`config.mk`:
```
export PLATFORM = sky130hd
export DESIGN_NAME = rgb_to_gray_and_hsv_bin
export DESIGN_NICKNAME = d
export VERILOG_FILES = /design/src/design/rgbhsv_pkg.sv /design/src/design/rgbhsv_quant.sv /design/src/design/rgb_to_gray_and_hsv_bin.sv
export SDC_FILE = /design/constraint.sdc
export NUM_CORES = 1
export LEC_CHECK = 0
export BUFFER_PORTS_ARGS = -buffer_cell sky130_fd_sc_hd__buf_2
export CORE_UTILIZATION = 40
export CTS_CLUSTER_SIZE = 30
export DETAILED_ROUTE_END_ITERATION = 7
export PLACE_DENSITY = 0.54
export SYNTH_ARGS = -nofsm -noshare
export SYNTH_HDL_FRONTEND = slang
export SYNTH_SLANG_ARGS = --single-unit
```
`constraint.sdc`:
```
create_clock -name aclk -period 11.4 [get_ports aclk]
set_clock_uncertainty 0.1 [all_clocks]
set_input_delay 0.57 -clock aclk [delete_from_list [all_inputs] [get_ports aclk]]
set_output_delay 0.57 -clock aclk [all_outputs]
set_load 0.005 [all_outputs]
```
`src/design/rgbhsv_pkg.sv`:
```
package rgbhsv_pkg;

    localparam int CHAN_W     = 8;
    localparam int S_DATA_W   = 3 * CHAN_W;
    localparam int M_DATA_W   = 2 * CHAN_W;
    localparam int SUM_W      = 18;
    localparam int NUM_W      = 11;
    localparam int BIN_W      = 3;
    localparam int RECIP_W    = 19;
    localparam int PROD_W     = SUM_W + RECIP_W;
    localparam int GRAY_SHIFT = 28;

    localparam logic [SUM_W-1:0]   W_RED      = SUM_W'(299);
    localparam logic [SUM_W-1:0]   W_GREEN    = SUM_W'(587);
    localparam logic [SUM_W-1:0]   W_BLUE     = SUM_W'(114);
    localparam logic [SUM_W-1:0]   GRAY_ROUND = SUM_W'(500);
    // ceil(2^GRAY_SHIFT / 1000), exact floor for every sum below 2^SUM_W
    localparam logic [RECIP_W-1:0] GRAY_RECIP = RECIP_W'(268436);

    localparam int BIN_MAX = 5;
    localparam logic [CHAN_W-1:0] VAL_UNIT = CHAN_W'(255);

    typedef logic [CHAN_W-1:0]   chan_t;
    typedef logic [NUM_W-1:0]    num_t;
    typedef logic [BIN_W-1:0]    bin_t;
    typedef logic [S_DATA_W-1:0] s_word_t;
    typedef logic [M_DATA_W-1:0] m_word_t;

endpackage

```
`src/design/rgbhsv_quant.sv`:
```
module rgbhsv_quant (
    input  rgbhsv_pkg::num_t  num,
    input  rgbhsv_pkg::chan_t unit,
    output rgbhsv_pkg::bin_t  bin
);
    import rgbhsv_pkg::*;

    logic [BIN_MAX-1:0] hit;
    bin_t               count;

    // floor(num / unit) clamped to BIN_MAX, as a count of thresholds met
    always_comb begin
        count = '0;
        for (int k = 1; k <= BIN_MAX; k++) begin
            hit[k-1] = num >= NUM_W'(k) * NUM_W'(unit);
            count    = count + BIN_W'(hit[k-1]);
        end
    end

    assign bin = count;

endmodule

```
`src/design/rgb_to_gray_and_hsv_bin.sv`:
```
// RGB pixel to luma gray and 216-bin HSV index. One pixel word enters per clock
// and its result leaves through a five-stage register pipeline
// (input, sums and extrema, numerators and luma product, bins, output); the
// sustained rate is one word per clock, reduced only by m_tready stalls, and
// empty stages are filled while the output waits. gray is round-half-up of
// (299r + 587g + 114b) / 1000; hsv_index is hue_bin + 6*sat_bin + 36*val_bin,
// each bin the exact floor of six times its component clamped to 5, with hue
// bin 0 for a gray pixel and saturation bin 0 for a black pixel.
module rgb_to_gray_and_hsv_bin (
    input  logic                aclk,
    input  logic                aresetn,
    input  logic                s_tvalid,
    output logic                s_tready,
    input  rgbhsv_pkg::s_word_t s_tdata,   // red [7:0], green [15:8], blue [23:16]
    output logic                m_tvalid,
    input  logic                m_tready,
    output rgbhsv_pkg::m_word_t m_tdata    // gray [7:0], hsv_index [15:8]
);
    import rgbhsv_pkg::*;

    logic v1_reg, v2_reg, v3_reg, v4_reg, v5_reg;
    logic rdy1, rdy2, rdy3, rdy4, rdy5;

    chan_t r1_reg, g1_reg, b1_reg;

    logic [SUM_W-1:0] sum2_reg, sum2_next;
    chan_t            r2_reg, g2_reg, b2_reg;
    chan_t            mx2_reg, mx2_next, mn2_reg, mn2_next;

    logic [PROD_W-1:0] prod3_reg, prod3_next;
    num_t              num3_reg, num3_next, dsix3_reg, dsix3_next, vsix3_reg, vsix3_next;
    chan_t             d3_reg, d3_next, mx3_reg;

    chan_t gray4_reg;
    bin_t  hb4_reg, hb4_next, sb4_reg, sb4_next, vb4_reg;
    bin_t  hue_q, sat_q, val_q;

    chan_t gray5_reg, index5_reg, index5_next;

    assign rdy5     = !v5_reg || m_tready;
    assign rdy4     = !v4_reg || rdy5;
    assign rdy3     = !v3_reg || rdy4;
    assign rdy2     = !v2_reg || rdy3;
    assign rdy1     = !v1_reg || rdy2;
    assign s_tready = rdy1;
    assign m_tvalid = v5_reg;
    assign m_tdata  = {index5_reg, gray5_reg};

    always_ff @(posedge aclk) begin
        if (!aresetn) begin
            v1_reg <= 1'b0;
            v2_reg <= 1'b0;
            v3_reg <= 1'b0;
            v4_reg <= 1'b0;
            v5_reg <= 1'b0;
        end else begin
            if (rdy1) v1_reg <= s_tvalid;
            if (rdy2) v2_reg <= v1_reg;
            if (rdy3) v3_reg <= v2_reg;
            if (rdy4) v4_reg <= v3_reg;
            if (rdy5) v5_reg <= v4_reg;
        end
    end

    // stage 2: weighted sum and extrema
    always_comb begin
        sum2_next = SUM_W'(r1_reg) * W_RED + SUM_W'(g1_reg) * W_GREEN
                  + SUM_W'(b1_reg) * W_BLUE + GRAY_ROUND;
        mx2_next = r1_reg;
        if (g1_reg > mx2_next) mx2_next = g1_reg;
        if (b1_reg > mx2_next) mx2_next = b1_reg;
        mn2_next = r1_reg;
        if (g1_reg < mn2_next) mn2_next = g1_reg;
        if (b1_reg < mn2_next) mn2_next = b1_reg;
    end

    // stage 3: luma product, channel difference, and hue, saturation and value numerators
    always_comb begin
        prod3_next = PROD_W'(sum2_reg) * PROD_W'(GRAY_RECIP);
        d3_next    = mx2_reg - mn2_reg;
        dsix3_next = NUM_W'(d3_next) * NUM_W'(6);
        vsix3_next = NUM_W'(mx2_reg) * NUM_W'(6);
        priority if (r2_reg >= g2_reg && r2_reg >= b2_reg) begin
            if (g2_reg >= b2_reg) begin
                num3_next = NUM_W'(g2_reg) - NUM_W'(b2_reg);
            end else begin
                num3_next = dsix3_next - (NUM_W'(b2_reg) - NUM_W'(g2_reg));
            end
        end else if (g2_reg >= b2_reg) begin
            num3_next = (NUM_W'(d3_next) << 1) + NUM_W'(b2_reg) - NUM_W'(r2_reg);
        end else begin
            num3_next = (NUM_W'(d3_next) << 2) + NUM_W'(r2_reg) - NUM_W'(g2_reg);
        end
    end

    rgbhsv_quant u_hue (.num(num3_reg),  .unit(d3_reg),   .bin(hue_q));
    rgbhsv_quant u_sat (.num(dsix3_reg), .unit(mx3_reg),  .bin(sat_q));
    rgbhsv_quant u_val (.num(vsix3_reg), .unit(VAL_UNIT), .bin(val_q));

    assign hb4_next    = (d3_reg == '0) ? '0 : hue_q;
    assign sb4_next    = (mx3_reg == '0) ? '0 : sat_q;
    assign index5_next = CHAN_W'(hb4_reg) + CHAN_W'(sb4_reg) * CHAN_W'(6)
                       + CHAN_W'(vb4_reg) * CHAN_W'(36);

    always_ff @(posedge aclk) begin
        if (rdy1) begin
            r1_reg <= s_tdata[CHAN_W-1:0];
            g1_reg <= s_tdata[2*CHAN_W-1:CHAN_W];
            b1_reg <= s_tdata[3*CHAN_W-1:2*CHAN_W];
        end
        if (rdy2) begin
            sum2_reg <= sum2_next;
            r2_reg   <= r1_reg;
            g2_reg   <= g1_reg;
            b2_reg   <= b1_reg;
            mx2_reg  <= mx2_next;
            mn2_reg  <= mn2_next;
        end
        if (rdy3) begin
            prod3_reg <= prod3_next;
            num3_reg  <= num3_next;
            dsix3_reg <= dsix3_next;
            vsix3_reg <= vsix3_next;
            d3_reg    <= d3_next;
            mx3_reg   <= mx2_reg;
        end
        if (rdy4) begin
            gray4_reg <= prod3_reg[GRAY_SHIFT+CHAN_W-1:GRAY_SHIFT];
            hb4_reg   <= hb4_next;
            sb4_reg   <= sb4_next;
            vb4_reg   <= val_q;
        end
        if (rdy5) begin
            gray5_reg  <= gray4_reg;
            index5_reg <= index5_next;
        end
    end

endmodule

```
# Word level (Yosys, flattened, before mapping)
# Cells that the tools add are included.
# totals
inputBits	28
mem_bits_rw	0
mem_count	0
latchBits	0
register_bits	201
mem_bits_ro	0
# op_classes
addsub	25
n_div	0
shifts	0
mul	12
eq_ne	0
mux	7
magnitude_cmp	22
reduce_logical	13
bitwise	0
# ops
op	count
11-bit by 10-bit >= comparator with 1-bit output	4
18-bit by 17-bit multiplier with 34-bit output (second input constant)	1
11-bit 2-to-1 mux	3
8-bit 2-to-1 mux	4
3-bit by 1-bit adder with 3-bit output	9
8-bit >= comparator	3
11-bit by 10-bit >= comparator with 1-bit output (second input constant)	2
11-bit >= comparator	2
11-bit by 8-bit >= comparator with 1-bit output	2
11-bit by 9-bit >= comparator with 1-bit output	2
3-bit by 8-bit multiplier with 11-bit output (first input constant)	2
2-bit by 8-bit multiplier with 10-bit output (first input constant)	2
8-bit by 2-bit multiplier with 10-bit output (second input constant)	2
17-bit by 18-bit adder with 18-bit output	1
18-bit by 15-bit adder with 18-bit output	1
18-bit by 9-bit adder with 18-bit output (second input constant)	1
8-bit by 10-bit multiplier with 18-bit output (second input constant)	1
8-bit by 8-bit subtractor with 9-bit output	2
8-bit by 9-bit multiplier with 17-bit output (second input constant)	1
8-bit > comparator	2
8-bit zero test	2
8-bit less-than comparator	2
8-bit by 6-bit multiplier with 14-bit output (second input constant)	1
10-bit by 8-bit adder with 11-bit output	1
other kinds (16)	26

# Logic depth before layout (Yosys ltp)
# Gate-level depths: netlist of run 1.
# depth
ltp_word	6
ltp_mapped	26
mapped_depth_nobuf	26

# Modules after synthesis
# Synthesis of run 1 repeated with hierarchy kept, for this count alone.
# hier_totals
cells_unflattened	2149
hier_area_um2	22507.8
# modules_own_cells
module	cells_per_inst	area_each_um2	instances
rgb_to_gray_and_hsv_bin	1587	17768.3	1
rgbhsv_quant (u_val)	189	1586.5	1
rgbhsv_quant (u_hue)	184	1577.8	1
rgbhsv_quant (u_sat)	189	1575.3	1

# Worst setup path before layout of run 1
# Ideal clock, no wire load.
# synth_timing
path_type	reg-to-reg
start	register b1_reg[0]
end	register sum2_reg[17], data pin
arrival_ns	6.112
slack_ns	4.932
stages_incl_launch_ff	26
setup_time_ns	0.256
cell_sequence	edfxtp_1 > fa_1 > inv_1 > fa_1 > inv_1 > ha_1 > ha_1 > inv_1 > fa_1 > xnor2_1 > ha_1 > ha_1 > fa_1 > inv_1 > fa_1 > fa_1 > inv_1 > ha_1 > a21o_1 > a21oi_1 > nor2b_1 > nor2_1 > o21a_2 > a21oi_2 > or4_1 > and4b_1
# synth_via
elab_chain_len	3
# synth_lines
element	line	text
start: declaration	rgb_to_gray_and_hsv_bin.sv:24	chan_t r1_reg, g1_reg, b1_reg;
start signal: assignment	rgb_to_gray_and_hsv_bin.sv:109	b1_reg <= s_tdata[3*CHAN_W-1:2*CHAN_W];
8-bit by 6-bit multiplier with 14-bit output	rgb_to_gray_and_hsv_bin.sv:68	+ SUM_W'(b1_reg) * W_BLUE + GRAY_ROUND;
18-bit by 15-bit adder with 18-bit output	rgb_to_gray_and_hsv_bin.sv:68	
18-bit by 9-bit adder with 18-bit output	rgb_to_gray_and_hsv_bin.sv:68	
named net sum2_next[17]	rgb_to_gray_and_hsv_bin.sv:26	logic [SUM_W-1:0] sum2_reg, sum2_next;
end signal: assignment	rgb_to_gray_and_hsv_bin.sv:112	sum2_reg <= sum2_next;
end: declaration	rgb_to_gray_and_hsv_bin.sv:26	
# The timed path passes the listed nets, and every way through them passes these cells.
# A chain may end at the register's enable or synchronous reset.

# Final worst setup path of run 1
# layout_timing
start	register b1_reg[1]
end	register sum2_reg[17], data pin
# Same word-level chain as after synthesis.

==> Flow_metrics.wiki, run 1 <==
{| class="wikitable"
! Metric !! Value
|-
| Run status || completed
|-
| Sequential cell area fraction in the yosys report || 0.243
|-
| Final Hold Fails || 0
|-
| Critical path data arrival time || 7.01 ns
|-
| Net count after synthesis || 2708
|-
| Critical-path maximum fanout || 7
|-
| Flip-flop count of the largest register, all copies and words added || 18
|-
| Fraction of the core area covered by cells at the end of the flow || 0.442
|-
| Fill cells || 4897
|-
| Sum of routed wire length over all layers || 46800 um
|-
| Setup TNS || 0 ns
|-
| Vias in the first global route || 14500
|-
| Fmax || 0.145 GHz
|-
| Area of the mapped netlist || 21200 sq um
|-
| Compound-gate portion of the synthesized area || 0.113
|-
| Setup repair after global routing missed its margin || no
|-
| TritonCTS clock tree || yes
|-
| Number of buffers inserted during clock tree synthesis || 17
|-
| Class of the most critical setup path || reg -> reg
|-
| Relative slew margins || 0.176
|-
| Maximum number of pins on one net before global-route repair || 59
|-
| Largest family of logic cells by synthesized area || adder cells
|-
| Number of buffer cells added on primary ports || 45
|-
| Category of the worst setup path launch point || register
|-
| Yosys top cell area share || 0.308
|-
| Starting utilization of the core area || 0.409
|-
| Global-route wire length before repair || 76200 um
|-
| Layout Nets || 2766
|-
| Area of the die || 53900 sq um
|-
| Remaining Overflow, GRT || 0
|-
| Num Clock Sinks || 173
|-
| Routed wire per std cell || 17.0 um
|-
| Number of post-CTS setup repair buffers || 0
|-
| Req. time, crit path || 11.53 ns
|-
| Total via count after detailed routing || 13900
|-
| Per-instance average area after synthesis || 10.6 sq um
|-
| Length of the first detailed-routing pass in iterations || 4
|-
| Half-perimeter wire length after detailed placement || 38900 um
|-
| Pins over their slew limit || 0
|-
| Largest cells by area after synthesis || sky130_fd_sc_hd__ha_1, sky130_fd_sc_hd__edfxtp_1, sky130_fd_sc_hd__fa_1
|-
| Post-CTS clock slew at the launch and capture registers of the worst setup and hold paths || 0.07 ns
|-
| Final Critical Period || 6.88 ns
|-
| Xor and xnor area share after synthesis || 0.0430
|-
| # H-tree levels || 4
|-
| Remaining antenna violation count after routing || 0
|-
| Clock Latency Late Sink || 0.48 ns
|-
| CP Capture Type || register
|-
| Ratio of cells with drive above 1 in the final layout || 0.0554
|-
| Maximum number of buffers from clock root to sink || 2
|-
| Setup violators final || 0
|-
| IO Pins || 46
|-
| Number of antenna cells inserted || 0
|-
| Yosys Warn Count || 0
|-
| Synth Flop Type || sky130_fd_sc_hd__edfxtp_1
|-
| Die outline width || 232 um
|-
| Count of flip-flops with a built-in enable after synthesis || 168
|-
| Clock root cell || sky130_fd_sc_hd__clkbuf_16
|-
| Most used cells in the layout excluding fill and tap cells || sky130_fd_sc_hd__ha_1, sky130_fd_sc_hd__inv_1, sky130_fd_sc_hd__edfxtp_1
|-
| Core area || 51800 sq um
|-
| Leading area contributor after synthesis || sky130_fd_sc_hd__ha_1
|-
| Area added between synthesis and finish || 8.02%
|-
| Die span in y || 232 um
|-
| Placer congestion estimate || 0.856
|-
| Count of hold buffers inserted by post-cts repair || 0
|-
| Count of distinct cell types in the synthesized netlist || 72
|-
| Violation count after the first detailed-routing iteration || 687
|-
| Final critical-path share of the clock period || 0.603
|-
| Multiplexer share of the synthesized area || 0.0177
|-
| # rows || 83
|-
| Share of synthesized flip-flops with an asynchronous set or reset || 0
|-
| Number of instances resized during post-cts repair || 0
|-
| Worst hold path type || in -> reg
|-
| Actual slew at the worst max-slew pin || 1.23 ns
|-
| Total of max-cap violations || 0
|-
| Gate count after technology mapping || 2003
|-
| Flip-flop and latch count after synthesis || 173
|-
| Most common cell after layout, fill and taps aside || sky130_fd_sc_hd__ha_1
|-
| Initial antenna violation count || 3
|-
| Simple-gate area share of the yosys netlist || 0.0541
|-
| Adder and majority cell fraction of the synthesized area || 0.455
|-
| Combined global-route utilization of all metal layers || 0.184
|-
| Remaining DRCs || 0
|-
| Vias per cell || 5.05
|}
[Yosys cell counts (6+ instances only)]
cell type / n
sky130_fd_sc_hd__ha_1: 522
sky130_fd_sc_hd__inv_1: 406
sky130_fd_sc_hd__edfxtp_1: 168
sky130_fd_sc_hd__fa_1: 155
sky130_fd_sc_hd__a21oi_1: 113
sky130_fd_sc_hd__xnor2_1: 71
sky130_fd_sc_hd__nor2_1: 62
sky130_fd_sc_hd__a21o_1: 57
sky130_fd_sc_hd__nand2_1: 45
sky130_fd_sc_hd__o21ai_0: 45
sky130_fd_sc_hd__mux2i_1: 33
sky130_fd_sc_hd__xor2_1: 33
sky130_fd_sc_hd__nor2b_1: 27
sky130_fd_sc_hd__o21a_1: 26
sky130_fd_sc_hd__o21bai_1: 20
sky130_fd_sc_hd__nand3_1: 18
sky130_fd_sc_hd__o21ai_1: 18
sky130_fd_sc_hd__nand2b_1: 15
sky130_fd_sc_hd__nor3_1: 13
sky130_fd_sc_hd__nand4_1: 12
sky130_fd_sc_hd__a211oi_1: 11
sky130_fd_sc_hd__and3_1: 7
sky130_fd_sc_hd__o22ai_1: 7
sky130_fd_sc_hd__a31oi_1: 6
sky130_fd_sc_hd__clkbuf_1: 6
sky130_fd_sc_hd__or2_2: 6
[critical path, stage by stage (launching register included)]
cell and delay [ns]:
sky130_fd_sc_hd__edfxtp_1 0.53, sky130_fd_sc_hd__inv_1 0.16, sky130_fd_sc_hd__fa_1 0.56, sky130_fd_sc_hd__inv_1 0.06
sky130_fd_sc_hd__fa_1 0.47, sky130_fd_sc_hd__ha_1 0.32, sky130_fd_sc_hd__inv_1 0.07, sky130_fd_sc_hd__fa_1 0.46
sky130_fd_sc_hd__xnor2_1 0.15, sky130_fd_sc_hd__ha_1 0.18, sky130_fd_sc_hd__ha_1 0.31, sky130_fd_sc_hd__fa_1 0.52
sky130_fd_sc_hd__inv_1 0.06, sky130_fd_sc_hd__fa_1 0.39, sky130_fd_sc_hd__fa_1 0.51, sky130_fd_sc_hd__inv_1 0.04
sky130_fd_sc_hd__ha_1 0.35, sky130_fd_sc_hd__a21o_1 0.20, sky130_fd_sc_hd__a21oi_1 0.21, sky130_fd_sc_hd__nor2b_1 0.07
sky130_fd_sc_hd__nor2_1 0.09, sky130_fd_sc_hd__o21a_2 0.17, sky130_fd_sc_hd__a21oi_2 0.07, sky130_fd_sc_hd__or4_1 0.38
sky130_fd_sc_hd__and4b_1 0.21
[stage by stage]
step | instance area [sq um] | hold slack, ns | std cells | setup WS [ns]
CTS | 22900 | 0.123 | 2754 | 4.53
floorplan | 21200 | 0.300 | 2003 | 4.93
detailed placement | 22300 | 0.306 | 2722 | 4.55
global route | 22900 | 0.131 | 2754 | 4.16
finish | 22900 | 0.166 | 2754 | 4.52
global placement | 22300 | 0.304 | 2722 | 4.63
[kinds of logic (layout without fill, tap and decap cells)]
kind of cell | Yosys count | in the layout
fa+ha+maj | 677 | 677
buf+inv | 421 | 492
compound gates | 364 | 364
simple gates | 227 | 227
flops | 173 | 173
xor+xnor | 104 | 104
mux | 37 | 37
[area by class of cell]
cell class / instances / area, sq um / share of cell area
inverter: 409 / 1540 / 0.0671
timing repair buffer: 51 / 270 / 0.0118
tap: 680 / 851 / 0.0372
sequential: 173 / 5140 / 0.225
clock inverter: 15 / 206 / 0.00902
multi-input combinational: 1409 / 14500 / 0.632
clock buffer: 17 / 425 / 0.0186
[metal layers]
metal / routed length (um) / global-route usage / share of wire / up-vias
met5: 9 / 0 / 0.00019 / -
met4: 957 / 0.0545 / 0.020 / 2
met3: 1170 / 0.0279 / 0.025 / 58
met2: 22700 / 0.315 / 0.49 / 147
met1: 21900 / 0.237 / 0.47 / 6689
li1: - / - / - / 7005
[worst paths after layout]
| kind | start | end | slack (ns) | cells after the start |
|---|---|---|---|---|
| min reg2reg | prod3_reg[33]$_DFFE_PP_ | gray4_reg[5]$_DFFE_PP_ | 0.32 | 0 |
| max reg2reg | b1_reg[1]$_DFFE_PP_ | sum2_reg[17]$_DFFE_PP_ | 4.52 | 24 |
| min | s_tdata[12] | g1_reg[4]$_DFFE_PP_ | 0.17 | 1 |
| max | b1_reg[1]$_DFFE_PP_ | sum2_reg[17]$_DFFE_PP_ | 4.52 | 24 |
Power of run 1 is not shown: default switching activity piles up to over one toggle a cycle in this logic, so the estimate is an artifact.
==> run 2: changes to the inputs <==
Settings changed: ABC_AREA set to 1.
Clock period 11.4 ns to 7 ns, I/O delays scaled along.
==> run 2 against run 1 <==
Cell count increased by 15%. Sequential cell count unchanged. Critical path depth decreased by 3.
==> Flow_metrics.wiki, run 2 <==
{| class="wikitable"
! Metric !! Value
|-
| Critical-path maximum fanout || 8
|-
| Starting utilization of the core area || 0.406
|-
| Maximum number of buffers from clock root to sink || 2
|-
| Number of post-CTS setup repair buffers || 0
|-
| Number of antenna cells inserted || 0
|-
| # H-tree levels || 4
|-
| Run status || completed
|-
| Final Hold Fails || 0
|-
| Number of buffers inserted during clock tree synthesis || 17
|-
| Crit-path leading delay family || adder cells
|-
| Net count after synthesis || 3074
|-
| Initial antenna violation count || 0
|-
| Fraction of the core area covered by cells at the end of the flow || 0.443
|-
| # rows || 85
|-
| TritonCTS clock tree || yes
|-
| Setup TNS || 0 ns
|-
| Clock Latency Late Sink || 0.48 ns
|-
| Die span in y || 236 um
|-
| Per-instance average area after synthesis || 9.25 sq um
|-
| Flip-flop count of the largest register, all copies and words added || 18
|-
| Gate count after technology mapping || 2369
|-
| Sequential cell area fraction in the yosys report || 0.235
|-
| Vias per cell || 4.97
|-
| Area added between synthesis and finish || 8.93%
|-
| Synth Flop Type || sky130_fd_sc_hd__edfxtp_1
|-
| Cell depth of the worst hold path || 3
|-
| Area of the die || 55700 sq um
|-
| Die outline width || 236 um
|-
| Global-route wire length before repair || 83400 um
|-
| Total of max-cap violations || 0
|-
| Most used cells in the layout excluding fill and tap cells || sky130_fd_sc_hd__ha_1, sky130_fd_sc_hd__inv_1, sky130_fd_sc_hd__nand2_1
|-
| IO Pins || 46
|-
| Sum of routed wire length over all layers || 51200 um
|-
| Most common cell after layout, fill and taps aside || sky130_fd_sc_hd__ha_1
|-
| Req. time, crit path || 7.12 ns
|-
| Startpoint of the most critical hold path || s_tvalid
|-
| Final Critical Period || 6.47 ns
|-
| Largest cells by area after synthesis || sky130_fd_sc_hd__ha_1, sky130_fd_sc_hd__edfxtp_1, sky130_fd_sc_hd__fa_1
|-
| Startpoint of the worst-slack reg-to-reg timing path || b1_reg[2]$_DFFE_PP_
|-
| Class of the most critical setup path || reg -> reg
|-
| Share of synthesized flip-flops with an asynchronous set or reset || 0
|-
| Count of flip-flops with a built-in enable after synthesis || 168
|-
| Worst hold path type || in -> reg
|-
| Half-perimeter wire length after detailed placement || 43100 um
|-
| Critical path data arrival time || 6.59 ns
|-
| Remaining Overflow, GRT || 0
|-
| Number of buffer cells added on primary ports || 45
|-
| Violation count after the first detailed-routing iteration || 651
|-
| CP Capture Type || register
|-
| Setup violators final || 0
|-
| Critical path's largest stage delay || 0.56 ns
|-
| Cell chain of the critical path || inv_1 -> fa_1 -> inv_1 -> fa_1 -> ha_1 -> inv_1 -> fa_1 -> xnor2_1 -> ha_1 -> ha_1 -> fa_1 -> inv_1 -> fa_1 -> fa_1 -> inv_1 -> ha_1 -> nand2_1 -> o21ai_1 -> a21oi_1 -> o21ai_1 -> xor2_1
|-
| Setup slack on the worst flop-to-flop path || 0.53 ns
|-
| Placer congestion estimate || 0.889
|-
| Relative slew margins || 0.239
|-
| Count of hold buffers inserted by post-cts repair || 24
|-
| Leading area contributor after synthesis || sky130_fd_sc_hd__ha_1
|-
| Length of the first detailed-routing pass in iterations || 5
|-
| Bufs and invs on worst path || 5
|-
| Total via count after detailed routing || 15700
|-
| Yosys top cell area share || 0.298
|-
| Final critical-path share of the clock period || 0.924
|-
| Core area || 53900 sq um
|-
| Flip-flop and latch count after synthesis || 173
|-
| Layout Nets || 3159
|-
| Remaining antenna violation count after routing || 0
|-
| Count of distinct cell types in the synthesized netlist || 51
|-
| Actual slew at the worst max-slew pin || 1.14 ns
|-
| Vias in the first global route || 15900
|-
| Fmax || 0.155 GHz
|-
| Routed wire per std cell || 16.2 um
|-
| Most common cell on crit path || sky130_fd_sc_hd__fa_1
|-
| Remaining DRCs || 0
|-
| Yosys Warn Count || 0
|-
| Critical-path top delay cell || sky130_fd_sc_hd__edfxtp_1
|-
| Num Clock Sinks || 173
|-
| Cells on worst reg2reg path || 21
|-
| Number of instances resized during post-cts repair || 0
|-
| Setup repair after global routing missed its margin || no
|-
| Maximum number of pins on one net before global-route repair || 59
|-
| Cell with the most instances after synthesis || sky130_fd_sc_hd__ha_1
|-
| Post-CTS clock slew at the launch and capture registers of the worst setup and hold paths || 0.08 ns
|-
| Worst min-delay path endpoint || v1_reg$_SDFFE_PN0P_
|-
| Area of the mapped netlist || 21900 sq um
|-
| Pins over their slew limit || 0
|-
| Fill cells || 5273
|-
| Ratio of cells with drive above 1 in the final layout || 0.0450
|-
| Combined global-route utilization of all metal layers || 0.192
|-
| Endpoint of the worst-slack reg-to-reg timing path || sum2_reg[15]$_DFFE_PP_
|-
| Most instantiated cells after synthesis || sky130_fd_sc_hd__ha_1, sky130_fd_sc_hd__inv_1, sky130_fd_sc_hd__nand2_1
|-
| Category of the worst setup path launch point || register
|-
| Clock root cell || sky130_fd_sc_hd__clkbuf_16
|}
## run 2: changes by cell type in the layout (fill, tap and decap cells not counted), sizes merged, moves of 35 or more
cell	previous run	this run
o21ai	64	109
nand2	45	313
a21o	57	13
nand3	18	75
xnor2	71	30
xor2	33	68
inv	416	534
a21oi	118	175
## run 2: how the worst max path moves through the flow
stage                                    from                endpoint  slack (ns)  cells after the start
after floorplan           b1_reg[1]$_DFFE_PP_  sum2_reg[15]$_DFFE_PP_        0.92                     23
after global placement    b1_reg[0]$_DFFE_PP_  sum2_reg[15]$_DFFE_PP_        0.64                     23
after detailed placement  b1_reg[2]$_DFFE_PP_  sum2_reg[15]$_DFFE_PP_        0.53                     21
after CTS                 b1_reg[2]$_DFFE_PP_  sum2_reg[15]$_DFFE_PP_        0.49                     21
after global routing      b1_reg[2]$_DFFE_PP_  sum2_reg[15]$_DFFE_PP_        0.20                     21
final                     b1_reg[2]$_DFFE_PP_  sum2_reg[15]$_DFFE_PP_        0.53                     21
## run 2: layout make-up
type / count / area (sq um) / area share
inverter: 526 / 1980 / 0.0828
timing repair buffer: 76 / 518 / 0.0217
multi-input combinational: 1660 / 14700 / 0.617
sequential: 173 / 5140 / 0.216
tap: 696 / 871 / 0.0365
clock inverter: 15 / 213 / 0.00891
clock buffer: 17 / 425 / 0.0178
## run 2: worst reg2reg max path, cell delays in order, from the launching register on
cell	delay, ns
sky130_fd_sc_hd__edfxtp_1	0.56
sky130_fd_sc_hd__inv_1	0.17
sky130_fd_sc_hd__fa_1	0.53
sky130_fd_sc_hd__inv_1	0.06
sky130_fd_sc_hd__fa_1	0.47
sky130_fd_sc_hd__ha_1	0.32
sky130_fd_sc_hd__inv_1	0.06
sky130_fd_sc_hd__fa_1	0.45
sky130_fd_sc_hd__xnor2_1	0.18
sky130_fd_sc_hd__ha_1	0.25
sky130_fd_sc_hd__ha_1	0.29
sky130_fd_sc_hd__fa_1	0.51
sky130_fd_sc_hd__inv_1	0.05
sky130_fd_sc_hd__fa_1	0.47
sky130_fd_sc_hd__fa_1	0.54
sky130_fd_sc_hd__inv_1	0.04
sky130_fd_sc_hd__ha_1	0.34
sky130_fd_sc_hd__nand2_1	0.07
sky130_fd_sc_hd__o21ai_1	0.34
sky130_fd_sc_hd__a21oi_1	0.16
sky130_fd_sc_hd__o21ai_1	0.18
sky130_fd_sc_hd__xor2_1	0.09
## run 2: routing by layer
layer	routed length, um	vias to the layer above	GRT usage
met4	1310	0	0.0638
met5	0	-	0
li1	-	7984	-
met1	24300	7478	0.256
met3	1400	69	0.0277
met2	24100	199	0.317
## run 2: cell families (layout without fill, tap and decap cells)
group / Yosys count / count (layout) / share of synthesized area
AO/OA/AOI/OAI: 360 / 360 / 0.0922
adder cells (fa/ha/maj): 677 / 677 / 0.440
multiplexers: 2 / 2 / 0.000914
AND/OR/NAND/NOR: 523 / 523 / 0.0996
buffers and inverters: 536 / 634 / 0.0934
flip-flops: 173 / 173 / 0.235
XOR/XNOR: 98 / 98 / 0.0392
## run 2: metrics by stage
stage | cells | hold WS (ns) | worst slack [ns] | area [sq um]
after floorplan | 2369 | 0.300 | 0.915 | 21900
after global placement | 3107 | 0.303 | 0.639 | 23000
after detailed placement | 3107 | 0.305 | 0.525 | 23000
after CTS | 3163 | 0.00402 | 0.490 | 23900
after global routing | 3163 | 0.0274 | 0.204 | 23900
final | 3163 | 0.0407 | 0.530 | 23900
Power of run 2 is left out for the same reason.
